--- config.mk ---
export PLATFORM = sky130hd
export DESIGN_NAME = min_interval_message_shaper
export DESIGN_NICKNAME = d
export VERILOG_FILES = /design/src/rtl/mims_pkg.sv /design/src/rtl/mims_queue_mem.sv /design/src/rtl/min_interval_message_shaper.sv
export SDC_FILE = /design/constraint.sdc
export NUM_CORES = 2
export LEC_CHECK = 0
export BUFFER_PORTS_ARGS = -buffer_cell sky130_fd_sc_hd__buf_2
export CAP_MARGIN = 20
export CORE_MARGIN = 2
export CORE_UTILIZATION = 40
export CTS_BUF_LIST = sky130_fd_sc_hd__clkbuf_4
export CTS_CLUSTER_SIZE = 14
export DETAILED_ROUTE_END_ITERATION = 7
export GPL_TIMING_DRIVEN = 0
export PLACE_DENSITY = 0.56
export SLEW_MARGIN = 10
export SYNTH_ARGS = -nofsm -noshare
export SYNTH_HDL_FRONTEND = slang
export SYNTH_SLANG_ARGS = --single-unit
export TNS_END_PERCENT = 1
--- constraint.sdc ---
create_clock -name i_clk -period 11.62 [get_ports i_clk]
set_input_delay 1.162 -clock i_clk [delete_from_list [all_inputs] [get_ports i_clk]]
set_output_delay 1.162 -clock i_clk [all_outputs]
set_load 0.01 [all_outputs]
--- src/rtl/mims_pkg.sv ---
// ----------------------------------------------------------------------------
// mims_pkg
// Shared types and constants of the minimum-interval message shaper.
// ----------------------------------------------------------------------------
package mims_pkg;

    localparam int QUEUE_DEPTH = 16;
    localparam int PTR_W       = (QUEUE_DEPTH > 1) ? $clog2(QUEUE_DEPTH) : 1;
    localparam int CNT_W       = $clog2(QUEUE_DEPTH + 1);

    localparam int MSG_ID_W  = 11;
    localparam int NODE_ID_W = 8;
    localparam int LEN_W     = 4;
    localparam int PAYLOAD_W = 64;
    localparam int HEADER_W  = MSG_ID_W + NODE_ID_W + LEN_W;
    localparam int QCOUNT_W  = 5;
    localparam int TIMER_W   = 16;

    localparam int IN_TDATA_W  = 88;
    localparam int OUT_TDATA_W = 96;
    localparam int OUT_TUSER_W = 2;

    localparam int PADDR_W = 2;
    localparam logic [PADDR_W-1:0] ADDR_MIN_INTERVAL = '0;

    localparam logic ACT_TICK    = 1'b0;
    localparam logic ACT_MESSAGE = 1'b1;

    typedef struct packed {
        logic [NODE_ID_W-1:0] node_id;
        logic [LEN_W-1:0]     msg_length;
        logic [MSG_ID_W-1:0]  msg_id;
    } t_header;

    // Write and read requests to the queue store
    typedef struct packed {
        logic                 wr_en;
        logic [PTR_W-1:0]     wr_addr;
        t_header              wr_header;
        logic [PAYLOAD_W-1:0] wr_payload;
        logic                 rd_en;
        logic [PTR_W-1:0]     rd_addr;
    } t_mem_req;

    function automatic logic [PTR_W-1:0] ptr_inc(input logic [PTR_W-1:0] p);
        logic [PTR_W-1:0] q;
        if (p == PTR_W'(QUEUE_DEPTH - 1)) begin
            q = '0;
        end else begin
            q = p + PTR_W'(1);
        end
        return q;
    endfunction

endpackage

--- src/rtl/mims_queue_mem.sv ---
// ----------------------------------------------------------------------------
// mims_queue_mem
// Message queue store: header and payload arrays, one write and one
// registered read per cycle.
// ----------------------------------------------------------------------------
module mims_queue_mem
    import mims_pkg::*;
(
    input  logic                 i_clk,
    input  t_mem_req             i_req,
    output t_header              o_rd_header,
    output logic [PAYLOAD_W-1:0] o_rd_payload
);

    t_header              r_header_mem  [QUEUE_DEPTH];
    logic [PAYLOAD_W-1:0] r_payload_mem [QUEUE_DEPTH];
    t_header              r_rd_header;
    logic [PAYLOAD_W-1:0] r_rd_payload;

    always_ff @(posedge i_clk) begin
        if (i_req.wr_en) begin
            r_header_mem[i_req.wr_addr]  <= i_req.wr_header;
            r_payload_mem[i_req.wr_addr] <= i_req.wr_payload;
        end
    end

    // read data holds while no read is issued
    always_ff @(posedge i_clk) begin
        if (i_req.rd_en) begin
            r_rd_header  <= r_header_mem[i_req.rd_addr];
            r_rd_payload <= r_payload_mem[i_req.rd_addr];
        end
    end

    assign o_rd_header  = r_rd_header;
    assign o_rd_payload = r_rd_payload;

endmodule

--- src/rtl/min_interval_message_shaper.sv ---
// ----------------------------------------------------------------------------
// min_interval_message_shaper
// Enforces a minimum number of ticks between message deliveries, queueing
// messages that arrive too early and dropping them when the queue is full.
// ----------------------------------------------------------------------------
// Every input beat is a tick or a message and yields exactly one output beat
// in the next cycle. A new beat is taken every cycle while the output side
// accepts; the single output register stalls the input when it is full and
// not drained. Queued messages sit in a QUEUE_DEPTH-entry store with
// registered reads: the head entry is read at the edge the beat is taken and
// appears on the output register stage in the next cycle. No clearing pass
// is needed after reset. min_interval sits at byte address 0 of the APB port.
module min_interval_message_shaper
    import mims_pkg::*;
(
    input  logic                   i_clk,
    input  logic                   i_rst_n,
    // APB configuration
    input  logic                   psel,
    input  logic                   penable,
    input  logic                   pwrite,
    input  logic [PADDR_W-1:0]     paddr,
    input  logic [31:0]            pwdata,
    output logic [31:0]            prdata,
    output logic                   pready,
    // input stream
    input  logic                   s_axis_tvalid,
    output logic                   s_axis_tready,
    // msg_id[10:0], node_id[18:11], msg_length[22:19], payload[86:23], pad
    input  logic [IN_TDATA_W-1:0]  s_axis_tdata,
    // action: 0 tick, 1 message
    input  logic                   s_axis_tuser,
    // output stream
    output logic                   m_axis_tvalid,
    input  logic                   m_axis_tready,
    // out_msg_id[10:0], out_node_id[18:11], out_length[22:19],
    // out_payload[86:23], queue_count[91:87], pad
    output logic [OUT_TDATA_W-1:0] m_axis_tdata,
    // delivered[0], dropped[1]
    output logic [OUT_TUSER_W-1:0] m_axis_tuser
);

    logic [TIMER_W-1:0]   r_min_interval;
    logic                 r_ready_flag, n_ready_flag;
    logic [TIMER_W-1:0]   r_timer, n_timer;
    logic [PTR_W-1:0]     r_rd_ptr, n_rd_ptr;
    logic [PTR_W-1:0]     r_wr_ptr, n_wr_ptr;
    logic [CNT_W-1:0]     r_count, n_count;

    logic                 r_out_valid;
    logic                 r_delivered, n_delivered;
    logic                 r_from_mem, n_from_mem;
    logic                 r_dropped, n_dropped;
    logic [QCOUNT_W-1:0]  r_qcount;
    t_header              r_dir_header;
    logic [PAYLOAD_W-1:0] r_dir_payload;

    logic                 accept;
    logic                 in_action;
    t_header              in_header;
    logic [PAYLOAD_W-1:0] in_payload;
    logic [TIMER_W-1:0]   reload;
    logic [TIMER_W-1:0]   timer_dec;
    t_mem_req             mem_req;
    t_header              mem_header;
    logic [PAYLOAD_W-1:0] mem_payload;
    t_header              out_header;
    logic [PAYLOAD_W-1:0] out_payload;

    // ---------------- configuration ----------------
    assign pready = 1'b1;
    assign prdata = (paddr == ADDR_MIN_INTERVAL) ? {16'd0, r_min_interval} : 32'd0;

    always_ff @(posedge i_clk) begin
        if (!i_rst_n) begin
            r_min_interval <= TIMER_W'(1);
        end else if (psel && penable && pwrite && pready
                     && paddr == ADDR_MIN_INTERVAL) begin
            r_min_interval <= pwdata[TIMER_W-1:0];
        end
    end

    // ---------------- input side ----------------
    assign s_axis_tready = !r_out_valid || m_axis_tready;
    assign accept        = s_axis_tvalid && s_axis_tready;

    assign in_action            = s_axis_tuser;
    assign in_header.msg_id     = s_axis_tdata[10:0];
    assign in_header.node_id    = s_axis_tdata[18:11];
    assign in_header.msg_length = s_axis_tdata[22:19];
    assign in_payload           = s_axis_tdata[86:23];

    assign reload    = (r_min_interval == '0) ? TIMER_W'(1) : r_min_interval;
    assign timer_dec = (r_timer != '0) ? r_timer - TIMER_W'(1) : '0;

    // Every accepted beat reads the head, but a beat that writes an entry never
    // uses that read data, so the store needs no forwarding.
    always_comb begin
        n_ready_flag = r_ready_flag;
        n_timer      = r_timer;
        n_rd_ptr     = r_rd_ptr;
        n_wr_ptr     = r_wr_ptr;
        n_count      = r_count;
        n_delivered  = 1'b0;
        n_from_mem   = 1'b0;
        n_dropped    = 1'b0;

        mem_req.wr_en      = 1'b0;
        mem_req.wr_addr    = r_wr_ptr;
        mem_req.wr_header  = in_header;
        mem_req.wr_payload = in_payload;
        mem_req.rd_en      = accept;
        mem_req.rd_addr    = r_rd_ptr;

        if (accept) begin
            if (in_action == ACT_MESSAGE) begin
                if (r_ready_flag) begin
                    n_ready_flag = 1'b0;
                    n_timer      = reload;
                    n_delivered  = 1'b1;
                end else if (r_count >= CNT_W'(QUEUE_DEPTH)) begin
                    n_dropped = 1'b1;
                end else begin
                    mem_req.wr_en = 1'b1;
                    n_wr_ptr      = ptr_inc(r_wr_ptr);
                    n_count       = r_count + CNT_W'(1);
                end
            end else if (!r_ready_flag) begin
                n_timer = timer_dec;
                if (timer_dec == '0) begin
                    if (r_count != '0) begin
                        n_delivered = 1'b1;
                        n_from_mem  = 1'b1;
                        n_rd_ptr    = ptr_inc(r_rd_ptr);
                        n_count     = r_count - CNT_W'(1);
                        n_timer     = reload;
                    end else begin
                        n_ready_flag = 1'b1;
                    end
                end
            end
        end
    end

    always_ff @(posedge i_clk) begin
        if (!i_rst_n) begin
            r_ready_flag <= 1'b1;
            r_timer      <= '0;
            r_rd_ptr     <= '0;
            r_wr_ptr     <= '0;
            r_count      <= '0;
        end else begin
            r_ready_flag <= n_ready_flag;
            r_timer      <= n_timer;
            r_rd_ptr     <= n_rd_ptr;
            r_wr_ptr     <= n_wr_ptr;
            r_count      <= n_count;
        end
    end

    mims_queue_mem u_queue_mem (
        .i_clk        (i_clk),
        .i_req        (mem_req),
        .o_rd_header  (mem_header),
        .o_rd_payload (mem_payload)
    );

    // ---------------- output register ----------------
    always_ff @(posedge i_clk) begin
        if (!i_rst_n) begin
            r_out_valid <= 1'b0;
        end else if (accept) begin
            r_out_valid <= 1'b1;
        end else if (m_axis_tready) begin
            r_out_valid <= 1'b0;
        end
    end

    always_ff @(posedge i_clk) begin
        if (accept) begin
            r_delivered   <= n_delivered;
            r_from_mem    <= n_from_mem;
            r_dropped     <= n_dropped;
            r_qcount      <= QCOUNT_W'(n_count);
            r_dir_header  <= in_header;
            r_dir_payload <= in_payload;
        end
    end

    always_comb begin
        out_header  = '0;
        out_payload = '0;
        if (r_delivered) begin
            out_header  = r_from_mem ? mem_header  : r_dir_header;
            out_payload = r_from_mem ? mem_payload : r_dir_payload;
        end
    end

    assign m_axis_tvalid = r_out_valid;
    assign m_axis_tdata  = {4'd0, r_qcount, out_payload, out_header.msg_length,
                            out_header.node_id, out_header.msg_id};
    assign m_axis_tuser  = {r_dropped, r_delivered};

endmodule
Word level (Yosys, flattened, before mapping)
Memory sizes are Yosys's and may differ from the RTL's. A register that Yosys moved wholly into a read port is not among the register bits.
Index checks and enable logic that the tools add are counted.
{"block": "classes", "addsub": 5, "order_cmp": 1, "n_eq_ne": 4, "mux": 39, "bitwise_logic": 3, "reduce_logical": 16}
{"cell": "$mux 16", "n": 8}
{"cell": "$mux 64", "n": 2}
{"cell": "$mux 23", "n": 2}
{"cell": "$mux 5", "n": 7}
{"cell": "$logic_not 16->1", "n": 2}
{"cell": "$mux 1", "n": 18}
{"cell": "$reduce_bool 16->1", "n": 1}
{"cell": "$sub 16x1->16 const B", "n": 1}
{"cell": "$add 4x1->4 const B", "n": 2}
{"cell": "$eq 4x4->1 const B", "n": 2}
{"cell": "$mux 4", "n": 2}
{"cell": "$add 5x1->5 const B", "n": 1}
{"cell": "$ge 5x5->1 const B", "n": 1}
{"cell": "$reduce_and 5->1", "n": 1}
{"cell": "$reduce_bool 5->1", "n": 1}
{"cell": "$sub 5x1->5 const B", "n": 1}
{"cell": "$logic_and 1x1->1", "n": 4}
{"cell": "$reduce_and 4->1", "n": 1}
{"cell": "$not 1->1", "n": 3}
{"cell": "$reduce_and 3->1", "n": 1}
{"cell": "$logic_not 2->1", "n": 1}
{"cell": "$ne 2x1->1 const B", "n": 1}
{"cell": "$ne 2x2->1 const B", "n": 1}
{"cell": "$reduce_bool 2->1", "n": 1}
{"cell": "3 further kinds", "n": 3}
{"block": "word_totals", "reg_bits": 142, "ram_bits": 1392, "in_bits": 130, "out_inout_bits": 133, "wordCells": 85, "mem_count": 2}
{"name": "u_queue_mem.r_payload_mem", "depth": 16, "word_bits": 64, "rd": 1, "rd_ports_with_merged_regs": 1, "wr": 1, "line_no": "mims_queue_mem.sv:16", "source": "logic [PAYLOAD_W-1:0] r_payload_mem [QUEUE_DEPTH];"}
{"name": "u_queue_mem.r_header_mem", "depth": 16, "word_bits": 23, "rd": 1, "rd_ports_with_merged_regs": 1, "wr": 1, "line_no": "mims_queue_mem.sv:15", "source": "t_header r_header_mem [QUEUE_DEPTH];"}

Depth between registers and ports, before layout
{"block": "depth", "ltp_word": 7, "mapped_depth": 14, "mapped_depth_nobuf": 10}

Hierarchy
Synthesis repeated with hierarchy kept, for this count alone.
{"block": "hier_totals", "cells_unflattened": 2923, "area_unflattened_um2": 62057.0}
{"mod": "mims_queue_mem", "n_inst": 1, "cells_per_inst": 2232, "area_each_um2": 54642.4, "seq_area_each_um2": 44412.6}
{"mod": "min_interval_message_shaper", "n_inst": 1, "cells_per_inst": 691, "area_each_um2": 7414.6, "seq_area_each_um2": 3793.6}

Least setup slack after synthesis
Ideal clock, no wire load.
{"block": "synth_path", "kind": "input to register", "start": "in m_axis_tready", "end": "mem u_queue_mem.r_header_mem[3][0] (netlist name), enable pin", "setup_time_ps": 639, "arrival_time_ps": 10721, "t_required_ps": 10981, "slack_ps": 260, "cell_stages": 7, "n_path_buf": 1, "cell_sequence": "nand2b_1 -> nand2_1 -> clkinv_1 -> and3_1 -> clkbuf_1 -> nand2_1 -> nor3_1"}
{"block": "synth_between", "elab_chain_cells": 5}
{"element": "start, declared", "line_no": "min_interval_message_shaper.sv:35", "source": "input logic m_axis_tready,"}
{"element": "$logic_or 1x1->1", "line_no": "min_interval_message_shaper.sv:84", "source": "assign s_axis_tready = !r_out_valid || m_axis_tready;"}
{"element": "$logic_and 1x1->1", "line_no": "min_interval_message_shaper.sv:85", "source": "assign accept = s_axis_tvalid && s_axis_tready;"}
{"element": "named net accept", "line_no": "min_interval_message_shaper.sv:58", "source": "logic accept;"}
{"element": "$mux 1", "line_no": "min_interval_message_shaper.sv:115", "source": "if (accept) begin"}
{"element": "$mux 1", "line_no": "mims_queue_mem.sv:21", "source": "if (i_req.wr_en) begin"}
{"element": "$mux 1 (implied by the code)", "line_no": "mims_queue_mem.sv:22", "source": "r_header_mem[i_req.wr_addr] <= i_req.wr_header;"}
{"element": "end, declared", "line_no": "mims_queue_mem.sv:15"}
The timed path passes the listed nets, and every way through them passes these cells.

Worst setup path after layout
{"block": "layout_path", "start": "reg r_from_mem", "end": "out m_axis_tdata[6]"}
{"block": "layout_between", "elab_chain_cells": 2}
{"element": "start, declared", "line_no": "min_interval_message_shaper.sv:52", "source": "logic r_from_mem, n_from_mem;"}
{"element": "start signal, assigned", "line_no": "min_interval_message_shaper.sv:182", "source": "r_from_mem <= n_from_mem;"}
{"element": "$mux 23", "line_no": "min_interval_message_shaper.sv:194", "source": "out_header = r_from_mem ? mem_header : r_dir_header;"}
{"element": "$mux 23", "line_no": "min_interval_message_shaper.sv:193", "source": "if (r_delivered) begin"}
{"element": "end, declared", "line_no": "min_interval_message_shaper.sv:38", "source": "output logic [OUT_TDATA_W-1:0] m_axis_tdata,"}
No other way between the ends.

==> out/results.txt <==
The final period demand of the worst path was 6.23 ns. For the initial antenna violation count, the log shows 36. Setup repair after global routing left no endpoint under its margin. In the routed layout, each cell is associated on average with a via count of 5.39. For this run, the total global-route usage over all layers was measured as 20.4%. The areal power density over the cells came out at 156 mW/mm^2.

In this run the worst hold path is classified as input pin to flop. The worst setup path is launched from a flop. By area the synthesized netlist is led by edfxtp_1, mux4_2, dfxtp_1, mux2i_1, nor2b_1.

263 I/O pins were placed. The tools report the buffer levels on the longest clock path as 4. The synthesized netlist occupies a cell area of 0.0621 mm^2.

After clock tree synthesis, the clock-pin slew on the worst setup and hold paths is 0.08 ns. The setup slack of the most critical reg-to-reg path was 7.06 ns; the portion of synthesized cell area occupied by the leading cell type was 76.1%. The synthesized netlist devotes 0.201% of its cell area to adder and majority cells. The number of different library cells used by synthesis comes to 64.

In this run the worst path has a maximum fanout of 10. Of the synthesized area, sequential elements account for 77.6%. The detail route stage leaves a number of antenna-violating nets equal to 0. The number of cells traversed by the worst register-to-register path is 13. The commonest cells after synthesis are edfxtp_1, mux4_2, clkbuf_1. The register bit total from synthesis is 1621, and the slew of the pin with the lowest slew margin is 1.15 ns.

The net count of the finished layout is 3725. The sum of net half-perimeters after detailed placement is 107000 um, and the peak ir drop on the vdd network is 0.111 mV. The highest-delay cell along the critical path was clkbuf_1. The number of iterations in the first detailed-routing pass is 6, and the xor/xnor cell area share of the yosys netlist is 0.127%.

Counting every sink on the clock net gives 1621. Summed over all layers, the routed wires come to 162000 um. The cell that appears most often on the critical path is clkbuf_1. The kind of end point of the critical path is an output pin. The die extent in x is 398 um. The tools report the met3 track utilization from global routing as 6.03%.

Entering global routing, the biggest net connects 55 pins. In this run the tightest slew margin relative to its limit is 23.5%. Combinational logic burns 3.3% of the power. Synthesis produced 2733 cells.

At the placement stage, the worst setup path has a slack of 6.03 ns. The tools report the setup skew after layout as 0.0546 ns. A synthesized cell averages 22.7 um^2.

Count of maximum capacitance violations: 0. The run gives 419 as the number of clock buffers inserted by TritonCTS. The signal on the critical path passes through clkbuf_1 -> clkbuf_1 -> clkbuf_1 -> mux2i_1 -> nor2b_1 -> buf_2. The fraction of layout cells with a size suffix above 1 came out at 39.1%.

In this design, the stage delay of the slowest critical-path cell is 0.91 ns. The first global-routing pass estimated 229000 um of wire. The per-cell routed wire length is 27.2 um, and the total vias in the final route is 32000. Summed over all instances, the cell type with the most area after synthesis is edfxtp_1. In the synthesized netlist the dominant register cell turns out to be edfxtp_1.

Once the clock tree was built, the setup fixing pass inserted 0 buffers. Summed over all nets, the switching power comes to 0.00250 W. In this run switching power makes up 21.7% of total power.

For the worst setup path, the data required time is 10.46 ns. The starting density of the core was 40.3%. The iteration-0 DRC count of the detailed router is 3117, and the post-layout instance count excluding filler cells is 5933.

The final hold violation count came out at 0. The critical path is of the flop to output pin type. The number of fillers in the final layout is 12800. The tools report the global routing usage on met2 as 32.9%.

From synthesis to final layout, the design area changed by 18.9%. In the global route stage, met1 resource usage came out at 26.9%. Setup violations remaining at the end of the flow were counted as 0. The global routing stage identified its most utilized layer as met2. The worst path meets setup with 5.39 ns of slack. The synthesized-area fraction occupied by and/or/nand/nor cells is 2.61%, and the cell total after placement is 5187.

Multiplexer share of the synthesized area: 17.2%. Cell internal power was estimated by the tool at 0.00901 W. The H-tree was split into 5 levels.

The flow ran to the end, and the final reports show no timing, DRC or antenna violations. The via count of the first global-routing pass is 33500, and the post-route clock period utilization is 53.6%. The quantity of I/O buffers inserted on ports is 224. Yosys mapped a number of flops with a built-in enable equal to 1574.

Row generation in the floorplan step produced 144 rows. Clock tree synthesis selected as its root buffer the cell clkbuf_4. The tools report the worst flop-to-flop path startpoint as m_axis_tvalid.

After floorplanning, the core was sized to cover 0.154 mm^2. Yosys instantiated no cell more often than edfxtp_1. By area, the combinational part of the netlist is dominated by multiplexers. The design draws 0.0115 W. The tools report the minimum hold slack as 0.172 ns.

The die is 398 um tall. Summing the areas of all compound-gate instances in the mapped netlist gives 0.926% of the synthesized area. The number of slew-limit violations in the final report is 0. After routing, the total negative slack on setup checks comes to 0 ns.

TritonCTS built the clock tree. Routability-driven placement finished with a final weighted congestion of 0.854. The analysis attributes to cell leakage a power of 23.9 nW. Data arrives at the worst endpoint at 5.06 ns. Number of warning messages in the yosys log: 0. Sequential cell fraction of total power: 56.3%. Per report_power, the clock group accounts for 40.5% of the total. The worst register-to-register path ends at u_queue_mem.r_payload_mem[3][27]. The end of the worst hold path is r_min_interval[4]. For this run the aggregate overflow at the end of global routing stands at 0.

The die covers 0.159 mm^2. For this run, asynchronously set or reset flops after synthesis account for 0%. The startpoint of the tightest hold check path is pwdata[4]. The highest attainable clock frequency came out at 0.161 GHz. The clock network latency to the later pin of the worst-skew pair is 1.29 ns, and the number of design rule violations left after detail routing is 0.

The hold-critical path depth came out at 3.
## power groups by stage
| stage | registers [W] | logic, W | clock network, W |
|---|---|---|---|
| after CTS | 0.00648 | 0.000376 | 0.00480 |
| after detailed placement | 0.00660 | 0.000371 | 0 |
| after global placement | 0.00662 | 0.000344 | 0 |
| after floorplan | 0.00661 | 0.000179 | 0 |
| after global routing | 0.00648 | 0.000410 | 0.00509 |
| final | 0.00648 | 0.000376 | 0.00466 |
## layout by cell type, fill, tap and decap left out, types with 8 or more instances in the layout
cell           count
a21oi_1           25
a31oi_1            8
and2_1            22
buf_1             27
buf_12            40
buf_16            26
buf_2            228
buf_4             66
buf_6             43
buf_8             30
clkbuf_1          99
clkbuf_4         588
clkinv_1          96
clkinv_2          18
conb_1            21
dfxtp_1           47
diode_2           13
dlygate4sd3_1     13
edfxtp_1        1574
ha_1              10
inv_1             12
mux2i_1           92
mux4_2           435
nand2_1           63
nand3_1           17
nand4_1            9
nor2_1            20
nor2_4            12
nor2b_1           87
nor3_1            13
nor4_1            12
o21ai_0           22
## sequential cells by signal, indices dropped and copies added (netlist names), 16 cells and up
signal,flops
u_queue_mem.r_header_mem,368
u_queue_mem.r_payload_mem,1024
r_min_interval,16
r_timer,16
u_queue_mem.o_rd_header,23
u_queue_mem.o_rd_payload,64
r_dir_header,23
r_dir_payload,64
## logic make-up (layout without fill, tap and decap cells)
group / after synthesis / in the layout
DFF: 1621 / 1621
muxes: 527 / 527
and+or+nand+nor: 297 / 297
buffers and inverters: 177 / 1301
AOI/OAI and AO/OA: 90 / 90
adders and majority gates: 10 / 10
xor gates and xnor gates: 9 / 9
other: 2 / 34
## metal layers
metal	routed length (um)	part of all wire (%)
met2	78700	49
met4	3180	2.0
met5	209	0.13
met1	65300	40
met3	14300	8.8
## area by class of cell
type / instances / area (um^2) / share of cell area [%]
Antenna cell: 13 / 32.5 / 0.0440
Sequential cell: 1621 / 48200 / 65.2
Timing Repair Buffer: 412 / 3950 / 5.35
Tap cell: 2044 / 2560 / 3.46
Clock inverter: 124 / 627 / 0.848
Multi-Input combinational cell: 954 / 13300 / 18.0
Clock buffer: 588 / 4410 / 5.97
Buffer: 164 / 766 / 1.04
Inverter: 13 / 53.8 / 0.0728
## critical path: cells and delay by family (launching register included)
family,cells,cell delay (ns)
muxes,1,0.18
buffers and inverters,4,2.73
and+or+nand+nor,1,0.55
DFF,1,0.33
## metrics by stage
stage	utilization [%]	area, um^2
global route	47.9	73900
global placement	42.7	65900
floorplan	-	62200
finish	47.9	73900
detailed placement	44.5	68600
CTS	47.8	73800
## worst max path at each step
stage,from,endpoint,slack (ns),depth (start not counted)
finish,r_from_mem,m_axis_tdata[6],5.39,6
global route,r_from_mem,m_axis_tdata[6],5.02,6
CTS,r_from_mem,m_axis_tdata[6],5.16,6
detailed placement,m_axis_tready,u_queue_mem.r_payload_mem[3][21],6.03,14
global placement,m_axis_tready,u_queue_mem.r_payload_mem[3][21],-11.66,8
floorplan,m_axis_tready,u_queue_mem.r_header_mem[3][0],0.26,7
## repair_timing
| item | in CTS | in global routing |
|---|---|---|
| endpoints found under the hold margin | 13 | 0 |
| hold buffers | 13 | 0 |
| gates resized for setup | 0 | 0 |
No activity file was read; power rests on OpenSTA's default activity.
